===== config.mk =====
export PLATFORM = sky130hd
export DESIGN_NAME = blo_ram
export DESIGN_NICKNAME = d
export VERILOG_FILES = /design/src/sv/assert_macros.svh /design/src/sv/blo_ram.sv
export SDC_FILE = /design/constraint.sdc
export NUM_CORES = 1
export LEC_CHECK = 0
export ABC_AREA = 1
export ABC_CLOCK_PERIOD_IN_PS = 1100
export CAP_MARGIN = 15
export CORE_ASPECT_RATIO = 0.8
export CORE_MARGIN = 2
export CORE_UTILIZATION = 37
export CTS_BUF_LIST = sky130_fd_sc_hd__clkbuf_4 sky130_fd_sc_hd__clkbuf_8
export CTS_CLUSTER_DIAMETER = 200
export CTS_CLUSTER_SIZE = 25
export DETAILED_ROUTE_END_ITERATION = 8
export DONT_BUFFER_PORTS = 1
export GPL_TIMING_DRIVEN = 0
export PLACE_DENSITY = 0.5
export SETUP_SLACK_MARGIN = 0.15
export SLEW_MARGIN = 0
export SYNTH_ARGS = -nofsm -noshare
export SYNTH_HDL_FRONTEND = slang
export SYNTH_SLANG_ARGS = --single-unit

===== constraint.sdc =====
create_clock -name clock -period 1.1 [get_ports clock]
set_clock_uncertainty 0.15 [all_clocks]
set_input_delay 0.11 -clock clock [delete_from_list [all_inputs] [get_ports clock]]
set_output_delay 0.11 -clock clock [all_outputs]
set_load 0.05 [all_outputs]

===== src/sv/assert_macros.svh =====
// Assertion macros shared by the outline core RTL.
`ifndef ASSERT_MACROS_SVH
`define ASSERT_MACROS_SVH

// Check that an expression holds at every clock edge outside reset.
`define ASSERT_HOLDS(label, clk, rst, expr) \
   label: assert property (@(posedge clk) disable iff (rst) (expr)) \
      else $error("assertion failed");

// Check that a condition implies a consequence in the same cycle.
`define ASSERT_IMPLIES(label, clk, rst, ante, cons) \
   label: assert property (@(posedge clk) disable iff (rst) (ante) |-> (cons)) \
      else $error("assertion failed");

`endif


===== src/sv/blo_ram.sv =====
// Generic single-clock RAM with one write port and one registered read port.
module blo_ram #(
   parameter int WIDTH = 8,
   parameter int DEPTH = 16
) (
   input  logic                     clock,
   input  logic                     wr_en,
   input  logic [$clog2(DEPTH)-1:0] wr_addr,
   input  logic [WIDTH-1:0]         wr_data,
   input  logic                     rd_en,
   input  logic [$clog2(DEPTH)-1:0] rd_addr,
   output logic [WIDTH-1:0]         rd_data
);

   logic [WIDTH-1:0] mem_ff [DEPTH];
   logic [WIDTH-1:0] rd_data_ff;

   always_ff @(posedge clock) begin
      if (wr_en) begin
         mem_ff[wr_addr] <= wr_data;
      end
      if (rd_en) begin
         rd_data_ff <= mem_ff[rd_addr];
      end
   end

   assign rd_data = rd_data_ff;

endmodule


Word-level counts from Yosys, hierarchy flattened

Memory sizes are Yosys's and may differ from the RTL's. A register that Yosys moved wholly into a read port is not among the register bits.
Index checks and enable logic that the tools add are counted.

Bits of input ports: 19
Bits in registers: 0
Memories: 1
Bits in writable memories: 128
Word-level logic and storage cells: 3

Muxes and demuxes: 2

Memories:

| name   | words | width | rd ports | clocked after memory_dff | wr ports | RTL line      | text |
|---|---|---|---|---|---|---|---|
| mem_ff | 16    | 8     | 1        | 1                        | 1        | blo_ram.sv:15 | `logic [WIDTH-1:0] mem_ff [DEPTH];` |

Operators by type and width:

| cell             | count |
|---|---|
| 2-to-1 mux 1 bit | 2 |

Longest topological paths before layout

Word-level depth: 2
Depth in mapped cells: 8

Least setup slack after synthesis

Ideal clock, no wire load.

Kind: input to register
Start: input wr_addr[3]
End: memory mem_ff[4][0], enable pin
Setup time: 0.370 ns
Required time: 0.580 ns
Cell stages on the path: 2
Path slack: -0.111 ns
Arrival: 0.691 ns
Cells stage by stage: nand3b_1 -> nor2_1

RTL lines:

| element         | RTL line      | text |
|---|---|---|
| start, declared | blo_ram.sv:8  | `input logic [$clog2(DEPTH)-1:0] wr_addr,` |
| end, declared   | blo_ram.sv:15 |  |

Straight into the memory's write port.

Worst setup path in the final report

Start: register rd_data_ff[4] (netlist: rd_data[4]), read port of mem_ff
End: output rd_data[4]

RTL lines:

| element         | RTL line      | text |
|---|---|---|
| start, declared | blo_ram.sv:16 | `logic [WIDTH-1:0] rd_data_ff;` |
| end, declared   | blo_ram.sv:12 | `output logic [WIDTH-1:0] rd_data` |

No word-level cell between the ends.

==> results.yml <==
detailed_routing:
  ant_nets: 0
  firstDrtPassIters: 5
  drc: 0
  wl_um: 15500
  wl_per_cell_um: 19.0
  via_per_inst: 4.80
  met2_length_um: 6670
  m1WireLength_um: 7430
  wl_met3_um: 1110
  num_vias: 3916
  first_iter_violations: 407
  top_layer: "met4"
power:
  powerDensity_nw_per_um2: 1550
  ir_drop_uv: 793
  leakage_nw: 3.12
logic_synthesis:
  yosys_warnings: 0
  syn_area_um2: 5850
  yosysSeqAreaShare_pct: 69.8
  synth-seq-cells: 136
  synth.distinct_cells: 11
  synth_top_cell_by_area: "edfxtp_1"
  syn_inst: 551
  synth_top_area_share_pct: 69.8
  postSynthNetCount: 570
  avgSynthCellArea_um2: 10.6
  synth.area.top_cells: "edfxtp_1 70%, nand2_1 11%, nand3_1 8.3%"
clock_network:
  clkTransAtPathRegs_ps: 70
  cts_tree: "yes"
  numCtsBuffers: 17
  clk_path_buf_depth: 2
  clk_latency_ps: 440
  cts_hold_buffers: 9
  h-tree-depth: 4
  root_buffer: "clkbuf_8"
  cts.sinks: 136
floorplan:
  die-height_um: 116
  die_width_um: 145
  pin_count: 27
  core-area_um2: 15600
  row_count: 41
  dieArea_um2: 16800
  start_util_pct: 37.5
worst_setup_path:
  arrival_ps: 1080
  reg2reg_depth: 6
  required_ps: 840
  reg2reg_slack_ps: -130
  endpoint_kind: "output pin"
  crit_path_max_fanout: 1
  path_class: "flip-flop to output pin"
  critPathLaunchType: "flip-flop"
  r2r-start: "mem_ff[3][6]"
  r2r_end: "rd_data[6]"
hold_path:
  hold_depth: 2
  hold_end: "mem_ff[3][2]"
  hp-start: "wr_en"
  hp-class: "primary input to flip-flop"
place:
  hpwl_um: 9890
  dp_cells: 766
  place.gp.congestion: 0.824
  dpl-instance-area_um2: 6290
  io_buffers: 0
cells_and_area:
  nets: 606
  fin_area_um2: 7440
  drive_gt1_share_pct: 31.2
  instances_no_fill: 815
  final_core_util_pct: 47.7
  areaGrowthSynthToFinish_pct: 27.3
  antenna_cells: 0
timing:
  fin_crit_sh_pct: 122
  relSlewSlack_pct: 47.4
  tightest_slew_ps: 790
  finalSetupViolations: 16
  hold_violations: 96
  drv_slew: 0
  fmax_ghz: 0.746
  layout_min_cycle_time_ps: 1340
  rsz0062_at_grt: "yes"
  setup_tns_ps: -2850
  hold_slack_ps: -114
  postLayoutSetupSlackWorst_ps: -241
flow_run:
  drv_cap: 0
run_status:
  outcome: "finished, violations left"
  violations: "hold timing, setup timing"
grt:
  grt_start_max_net_pins: 17
  grt_pass1_wl_um: 23600
  grt-ovfl-total: 0
  grt.total_usage_pct: 20.2
  grt_pass1_vias: 3759
  antenna_found_initial: 0
==> metrics by stage <==
step	power, W	setup WS, ps
2_1_floorplan	0.00652	-33.6
3_3_place_gp	0.00673	-403
3_5_place_dp	0.00673	-419
4_1_cts	0.0116	-277
5_1_grt	0.0119	-286
6_report	0.0116	-241
==> power breakdown <==
part / total (W) / internal, W / switching (W)
Clock: 0.00464 / 0.00277 / 0.00188
Sequential: 0.00595 / 0.00584 / 0.000115
Combinational: 0.000959 / 0.000308 / 0.000651
==> routing by layer <==
| layer | global-route usage, % | vias up |
|---|---|---|
| met5 | 0 | - |
| met4 | 7.25 | 0 |
| met3 | 5.17 | 20 |
| met2 | 28.6 | 149 |
| met1 | 30.1 | 1889 |
| li1 | - | 1858 |
==> placed cells by master, fill, tap and decap left out, drive strengths merged <==
cell	n
buf	31
clkbuf	22
inv	100
clkinvlp	2
nor2	17
clkinv	6
nand3b	2
nand3	97
dlymetal6s4s	9
bufinv	5
nand2	173
edfxtp	136
==> flip-flops by register name, summed over array words and instances, names as in the netlist <==
name / flops
mem_ff: 128
rd_data: 8
==> cell families (layout without fill, tap and decap cells) <==
group / count (synthesis) / count (layout) / share of synthesized area [%]
flops: 136 / 136 / 69.8
buf+inv: 126 / 175 / 9.39
simple gates: 289 / 289 / 20.8
==> cell usage after synthesis (all sizes together) <==
master,count
inv,102
nand3,97
edfxtp,136
nand2,173
buf,24
nor2,17
nand3b,2
==> how the worst max path moves through the flow <==
stage / startpoint / end / slack (ps) / cells past startpoint
2_1_floorplan: wr_addr[2] / mem_ff[10][0] / -30 / 2
3_3_place_gp: wr_addr[3] / mem_ff[4][6] / -400 / 2
3_5_place_dp: wr_addr[2] / mem_ff[9][4] / -420 / 2
4_1_cts: rd_data[1] / rd_data[1] / -280 / 0
5_1_grt: rd_data[1] / rd_data[1] / -290 / 0
6_report: rd_data[4] / rd_data[4] / -240 / 0
==> repair_timing <==
item                       in CTS  in global routing
gates resized for setup        67                 49
setup buffers                   0                  8
pin swaps                      41                 46
setup endpoints to repair      52                208
hold endpoints to repair      232                 96
cloned                          0                  0
==> cell type report <==
cell class	instances	area (um2)
buffer	24	201
clock buffer	21	264
clock inverter	11	178
fill	1462	8150
inverter	102	390
multi-input combinational	289	1810
sequential	136	4080
tap	215	269
timing repair buffer	17	248
No activity file was read; power rests on OpenSTA's default activity.
