[src/sv/assert_macros.svh]
// Assertion macros shared by the outline core RTL.
`ifndef ASSERT_MACROS_SVH
`define ASSERT_MACROS_SVH

// Check that an expression holds at every clock edge outside reset.
`define ASSERT_HOLDS(label, clk, rst, expr) \
   label: assert property (@(posedge clk) disable iff (rst) (expr)) \
      else $error("assertion failed");

// Check that a condition implies a consequence in the same cycle.
`define ASSERT_IMPLIES(label, clk, rst, ante, cons) \
   label: assert property (@(posedge clk) disable iff (rst) (ante) |-> (cons)) \
      else $error("assertion failed");

`endif

[src/sv/blo_pkg.sv]
// Shared constants and types of the label outline core.
package blo_pkg;

   localparam int DEF_MAX_WIDTH  = 1024;
   localparam int DEF_LABEL_BITS = 6;

   localparam int IMAGE_WIDTH_W  = 11;
   localparam int IMAGE_HEIGHT_W = 16;
   localparam int ENABLE_W       = 6;
   localparam int ROW_CNT_W      = IMAGE_HEIGHT_W + 1;
   localparam int CSR_ADDR_W     = 2;
   localparam int CSR_DATA_W     = 16;
   localparam int FLAGS_PER_LABEL = 4;

   localparam int RESET_WIDTH = 1024;
   localparam logic [IMAGE_HEIGHT_W-1:0] RESET_HEIGHT = 16'd1024;
   localparam logic [ENABLE_W-1:0]       RESET_ENABLE = 6'h3f;

   typedef enum logic [CSR_ADDR_W-1:0] {
      CSR_IMAGE_WIDTH  = 2'd0,
      CSR_IMAGE_HEIGHT = 2'd1,
      CSR_BIT_ENABLE   = 2'd2
   } csr_index_type;

   typedef struct packed {
      logic emit;
      logic last;
      logic has_w;
      logic has_e;
      logic has_s;
      logic has_n;
   } border_type;

endpackage

[src/sv/blo_outline.sv]
// 3x3 window registers, per-label edge and corner flags, and result register.
module blo_outline #(
   parameter int LABEL_BITS = blo_pkg::DEF_LABEL_BITS,
   parameter int COL_W      = 10
) (
   input  logic                                          clock,
   input  logic                                          reset,
   input  logic                                          fire,
   input  blo_pkg::border_type                           border,
   input  logic [COL_W-1:0]                              col,
   input  logic [blo_pkg::IMAGE_HEIGHT_W-1:0]            row,
   input  logic [LABEL_BITS-1:0]                         enable,
   input  logic [LABEL_BITS-1:0]                         south,
   input  logic [LABEL_BITS-1:0]                         centre,
   input  logic [LABEL_BITS-1:0]                         north,
   input  logic                                          rsp_stall,
   output logic                                          rsp_valid,
   output logic [COL_W-1:0]                              rsp_pixel_col,
   output logic [blo_pkg::IMAGE_HEIGHT_W-1:0]            rsp_pixel_row,
   output logic [blo_pkg::FLAGS_PER_LABEL*LABEL_BITS-1:0] rsp_edge_flags,
   output logic [blo_pkg::FLAGS_PER_LABEL*LABEL_BITS-1:0] rsp_corner_flags,
   output logic                                          rsp_frame_last,
   output logic                                          out_free
);

   localparam int FLAG_W = blo_pkg::FLAGS_PER_LABEL * LABEL_BITS;
   localparam int WEST = 0, MID = 1, EAST = 2;
   localparam int LVL_S = 0, LVL_C = 1, LVL_N = 2;

   logic [LABEL_BITS-1:0] win_ff [3][3];
   logic [LABEL_BITS-1:0] win_in [3][3];

   logic                              valid_ff, valid_in;
   logic [COL_W-1:0]                  col_ff;
   logic [blo_pkg::IMAGE_HEIGHT_W-1:0] row_ff;
   logic [FLAG_W-1:0]                 edges_ff, edges_in;
   logic [FLAG_W-1:0]                 corners_ff, corners_in;
   logic                              last_ff;

   always_comb begin
      win_in = win_ff;
      if (fire) begin
         for (int i = 0; i < 3; i++) begin
            win_in[WEST][i] = win_ff[MID][i];
            win_in[MID][i]  = win_ff[EAST][i];
         end
         win_in[EAST][LVL_S] = south;
         win_in[EAST][LVL_C] = centre;
         win_in[EAST][LVL_N] = north;
      end
   end

   always_comb begin
      logic [LABEL_BITS-1:0] ctr, ns, nn, nw, ne, nsw, nse, nnw, nne;
      logic                  s, w, e, n;
      ctr = win_in[MID][LVL_C];
      ns  = border.has_s ? win_in[MID][LVL_S] : '0;
      nn  = border.has_n ? win_in[MID][LVL_N] : '0;
      nw  = border.has_w ? win_in[WEST][LVL_C] : '0;
      ne  = border.has_e ? win_in[EAST][LVL_C] : '0;
      nsw = (border.has_s && border.has_w) ? win_in[WEST][LVL_S] : '0;
      nse = (border.has_s && border.has_e) ? win_in[EAST][LVL_S] : '0;
      nnw = (border.has_n && border.has_w) ? win_in[WEST][LVL_N] : '0;
      nne = (border.has_n && border.has_e) ? win_in[EAST][LVL_N] : '0;
      edges_in   = '0;
      corners_in = '0;
      for (int k = 0; k < LABEL_BITS; k++) begin
         s = ns[k];
         w = nw[k];
         e = ne[k];
         n = nn[k];
         if (ctr[k] && enable[k]) begin
            edges_in[4*k +: 4]   = {~n, ~e, ~w, ~s};
            corners_in[4*k +: 4] = {~n | ~e | ~nne[k], ~n | ~w | ~nnw[k],
                                    ~s | ~e | ~nse[k], ~s | ~w | ~nsw[k]};
         end
      end
   end

   always_comb begin
      valid_in = valid_ff;
      if (fire && border.emit) begin
         valid_in = 1'b1;
      end else if (!rsp_stall) begin
         valid_in = 1'b0;
      end
   end

   always_ff @(posedge clock) begin
      win_ff <= win_in;
      if (fire && border.emit) begin
         col_ff     <= col;
         row_ff     <= row;
         edges_ff   <= edges_in;
         corners_ff <= corners_in;
         last_ff    <= border.last;
      end
      if (reset) begin
         valid_ff <= 1'b0;
      end else begin
         valid_ff <= valid_in;
      end
   end

   assign out_free         = !valid_ff || !rsp_stall;
   assign rsp_valid        = valid_ff;
   assign rsp_pixel_col    = col_ff;
   assign rsp_pixel_row    = row_ff;
   assign rsp_edge_flags   = edges_ff;
   assign rsp_corner_flags = corners_ff;
   assign rsp_frame_last   = last_ff;

endmodule
[config.mk]
export PLATFORM = sky130hd
export DESIGN_NAME = blo_outline
export DESIGN_NICKNAME = d
export VERILOG_FILES = /design/src/sv/assert_macros.svh /design/src/sv/blo_pkg.sv /design/src/sv/blo_outline.sv
export SDC_FILE = /design/constraint.sdc
export NUM_CORES = 1
export LEC_CHECK = 0
export BUFFER_PORTS_ARGS = -buffer_cell sky130_fd_sc_hd__buf_2
export CORE_MARGIN = 1.5
export CORE_UTILIZATION = 51
export DETAILED_ROUTE_END_ITERATION = 10
export HOLD_SLACK_MARGIN = 0.06
export PLACE_DENSITY = 0.79
export SKIP_CTS_REPAIR_TIMING = 1
export SLEW_MARGIN = 20
export SYNTH_ARGS = -nofsm -noshare
export SYNTH_HDL_FRONTEND = slang
export SYNTH_SLANG_ARGS = --single-unit
[constraint.sdc]
create_clock -name clock -period 2.9 [get_ports clock]
set_clock_uncertainty 0.05 [all_clocks]
set_input_delay 0.435 -clock clock [delete_from_list [all_inputs] [get_ports clock]]
set_output_delay 0.435 -clock clock [all_outputs]
set_load 0.05 [all_outputs]
# Yosys cells after proc, flatten, opt, wreduce, memory -nomap -nowiden
# Index checks and enable logic that the tools add are counted.
# op_classes
n_bitwise	96
mux	11
multipliers	0
order_cmp	0
reduce_logical	14
n_addsub	0
div_mod_pow	0
n_shift	0
eq_ne	1
# ops
cell	n
54-bit 2-to-1 mux	1
6-bit 2-to-1 mux	8
1-bit NOT	48
1-bit bitwise OR	48
1-bit logical AND	11
1-bit logical NOT	2
1-bit 2-to-1 mux	2
2-bit by 1-bit inequality test with 1-bit output (second input constant)	1
1-bit logical OR	1
# totals
mem_count	0
rom_bits	0
reg_bits	130
elab_cells	147
ramBits	0
latch_bits	0
input_bits	60

# Logic depth before layout (Yosys ltp)
# depth
ltp_word	5
mapped_depth	5

# Worst setup path after synthesis
# No wires, ideal clock.
# synth_path
path_kind	input to register
start	input fire
end	register corners_ff[0], in the netlist rsp_corner_flags[0], enable pin
slack_ns	0.169
stages	4
arrival_ns	2.252
n_path_buf	2
path_cell_list	buf_6 buf_6 nand2_1 inv_1
# synth_between
elab_chain_len	1
# synth_rtl
element	line_no	rtl
start, declared	blo_outline.sv:8	input logic fire,
1-bit logical AND	blo_outline.sv:91	if (fire && border.emit) begin
end signal, assigned	blo_outline.sv:95	corners_ff <= corners_in;
end, declared	blo_outline.sv:37	logic [FLAG_W-1:0] corners_ff, corners_in;
# No other way between the ends.
# A chain may end at the register's enable or synchronous reset.

# Worst setup path in the final report
# layout_path
start	register valid_ff, in the netlist rsp_valid
end	output out_free
# layout_between
elab_chain_len	2
# layout_rtl
element	line_no	rtl
start, declared	blo_outline.sv:33	logic valid_ff, valid_in;
start signal, assigned	blo_outline.sv:101	valid_ff <= valid_in;
1-bit logical NOT	blo_outline.sv:105	assign out_free = !valid_ff || !rsp_stall;
1-bit logical OR	blo_outline.sv:105	
end, declared	blo_outline.sv:23	output logic out_free
# No other way between the ends.

==> results.sh <==
export IMPL_cp_slowest_stage_delay_ns=0.31
export IMPL_routabilityCongestion=0.777
export IMPL_cts_tree="done"
export IMPL_power_density_nw_per_um2=795
export IMPL_holdWs_ns=0.130
export IMPL_clk_path_buf_depth=2
export IMPL_grt_setup_unrepaired="false"
export IMPL_dp_cells=500
export IMPL_hpwlAfterDp_mm=6.51
export IMPL_grt_pass1_vias=2864
export IMPL_syn_instance_count=256
export IMPL_min_period_over_period_pct=56.4
export IMPL_area_growth_pct=35.1
export IMPL_vias_per_cell=5.25
export IMPL_critical_path_slowest_cell="dfxtp_1"
export IMPL_status="finished, final reports clean"
export IMPL_globalRouteTotalUtil_pct=20.6
export IMPL_cts_htree_levels=4
export IMPL_die_area_um2=9970
export IMPL_path_clk_slew_ns=0.06
export IMPL_cts_root_buf="clkbuf_8"
export IMPL_worstSetupPathType="register to output port"
export IMPL_max_slew_margin_rel_pct=55.9
export IMPL_period_needed_ns=1.64
export IMPL_grt_max_degree=56
export IMPL_ys_warn_count=0
export IMPL_fin_cells=560
export IMPL_synth_avg_cell_area_um2=18.7
export IMPL_fmax_mhz=611
export IMPL_placed_cell_area_um2=5580
export IMPL_wl_per_cell_um=19.8
export IMPL_grt_pass1_wl_mm=15.2
export IMPL_finalMaxSlewViolations=0
export IMPL_fin_setup_tns_ns=0
export IMPL_setup_ws_ns=1.26
export IMPL_hold_viol_final=0
export IMPL_boundaryPins=137
export IMPL_irDropWorstVdd_mv=0.466
export IMPL_ys_seq_elements=130
export IMPL_arrival_ns=1.15
export IMPL_total_leakage_power_nw=2.67
export IMPL_rows=35
export IMPL_syn_num_nets=316
export IMPL_critPathRequiredTime_ns=2.41
export IMPL_layout_commonest_cell="buf_2"
export IMPL_syn_area_um2=4780
export IMPL_drtIter0Drc=106
export IMPL_fin_area_um2=6460
export IMPL_dieWidth_um=99.8
export IMPL_core_um2=9150
export IMPL_crit_path_start_kind="register"
export IMPL_io_buffers=136
export IMPL_hold_class="input pin to register"
export IMPL_max_cap_violations=0
export IMPL_n_antenna_cell=0
export IMPL_crit_chain="nand2_1 -> buf_2"
export IMPL_crit_path_end_kind="output port"
export IMPL_finalSetupViolCount=0
export IMPL_grt_ovfl_total=0
export IMPL_numCtsBuffers=17
export IMPL_chipHeight_um=99.8
export IMPL_routed_wl_mm=11.1
export IMPL_final_cell_mix="buf_2, edfxtp_1, dfxtp_1, mux2_4, dlygate4sd3_1"
export IMPL_drive_gt1_share_pct=57.5
export IMPL_antenna_found_initial=0
export IMPL_place_worst_setup_slack_ns=0.841
export IMPL_drtPass1Iterations=4
export IMPL_yosysSeqAreaShare_pct=70.1
export IMPL_num_vias=2941
export IMPL_path_buf_inv=1
export IMPL_clock_latency_ns=0.50
export IMPL_fin_nets=496
export IMPL_worst_slew_pin_transition_ns=0.662
export IMPL_cts_sinks=130
export IMPL_synth_cell_types=15
export IMPL_cp_max_fo=2
export IMPL_ant_nets=0
export IMPL_route_detailed_drc=0
export IMPL_crit_family="flip-flops"
export IMPL_floorplan_initialDensity_pct=52.2
-- area by class of cell --
class	count	area (µm²)
sequential	130	3350
fill	577	2690
multi-input combinational	115	1330
timing repair buffer	171	1040
clock buffer	18	418
clock inverter	14	180
tap	111	139
inverter	1	3.75
-- registers in the layout, summed over array words and instances, names as in the netlist --
signal and count:
rsp_edge_flags 24, rsp_corner_flags 24, win_ff 54, rsp_pixel_col 10, rsp_pixel_row 16, rsp_valid 1, rsp_frame_last 1
-- through the flow --
stage               utilization, %  power [mW]
detailed placement            61.0        3.00
global placement              61.0        2.98
floorplan                        -        2.82
CTS                           67.5        5.14
finish                        70.6        5.14
global route                  70.6        5.32
-- synthesized netlist by cell type --
master	instances	area, µm²
a21oi_1	25	125
a41oi_2	24	390
and2_1	4	25.0
buf_12	1	20.0
buf_6	4	45.0
buf_8	1	15.0
clkbuf_1	4	15.0
dfxtp_1	55	1100
edfxtp_1	75	2250
inv_1	1	3.75
mux2_2	19	214
mux2_4	35	526
nand2_1	2	7.51
nand2_2	5	31.3
nand2_4	1	11.3
-- cell families after synthesis --
family | synth area share, %
mux | 15.5
buf+inv | 2.07
flops | 70.1
simple gates | 1.57
compound gates | 10.8
-- where the power goes --
| part | internal, mW | switching [mW] | total [mW] |
|---|---|---|---|
| logic | 0.290 | 0.501 | 0.790 |
| registers | 2.15 | 0.0671 | 2.22 |
| clock network | 1.32 | 0.806 | 2.13 |
-- final timing paths --
path | start | end | slack [ns] | cells past startpoint
setup / recovery | rsp_valid | out_free | 1.26 | 2
hold / removal | north[0] | win_ff[0] | 0.13 | 2
setup reg to reg | win_ff[6] | rsp_edge_flags[1] | 1.71 | 3
hold reg to reg | win_ff[51] | win_ff[51] | 0.43 | 1
-- worst reg2reg max path: cells and delay by family (launching register included) --
| family | cells | cell delay (ns) |
|---|---|---|
| flops | 1 | 0.32 |
| simple gates | 1 | 0.20 |
| mux | 1 | 0.28 |
| compound gates | 1 | 0.09 |
-- layer usage --
metal,GRT usage [%],part of all wire (%),wire [µm],vias up
met5,0,0,0,-
met4,8.13,0.80,88,0
met3,5.43,7.2,798,6
met2,34.3,52,5710,125
met1,25.9,40,4470,1436
li1,-,-,-,1374
Note: power is estimated with default switching activity, not from simulation.
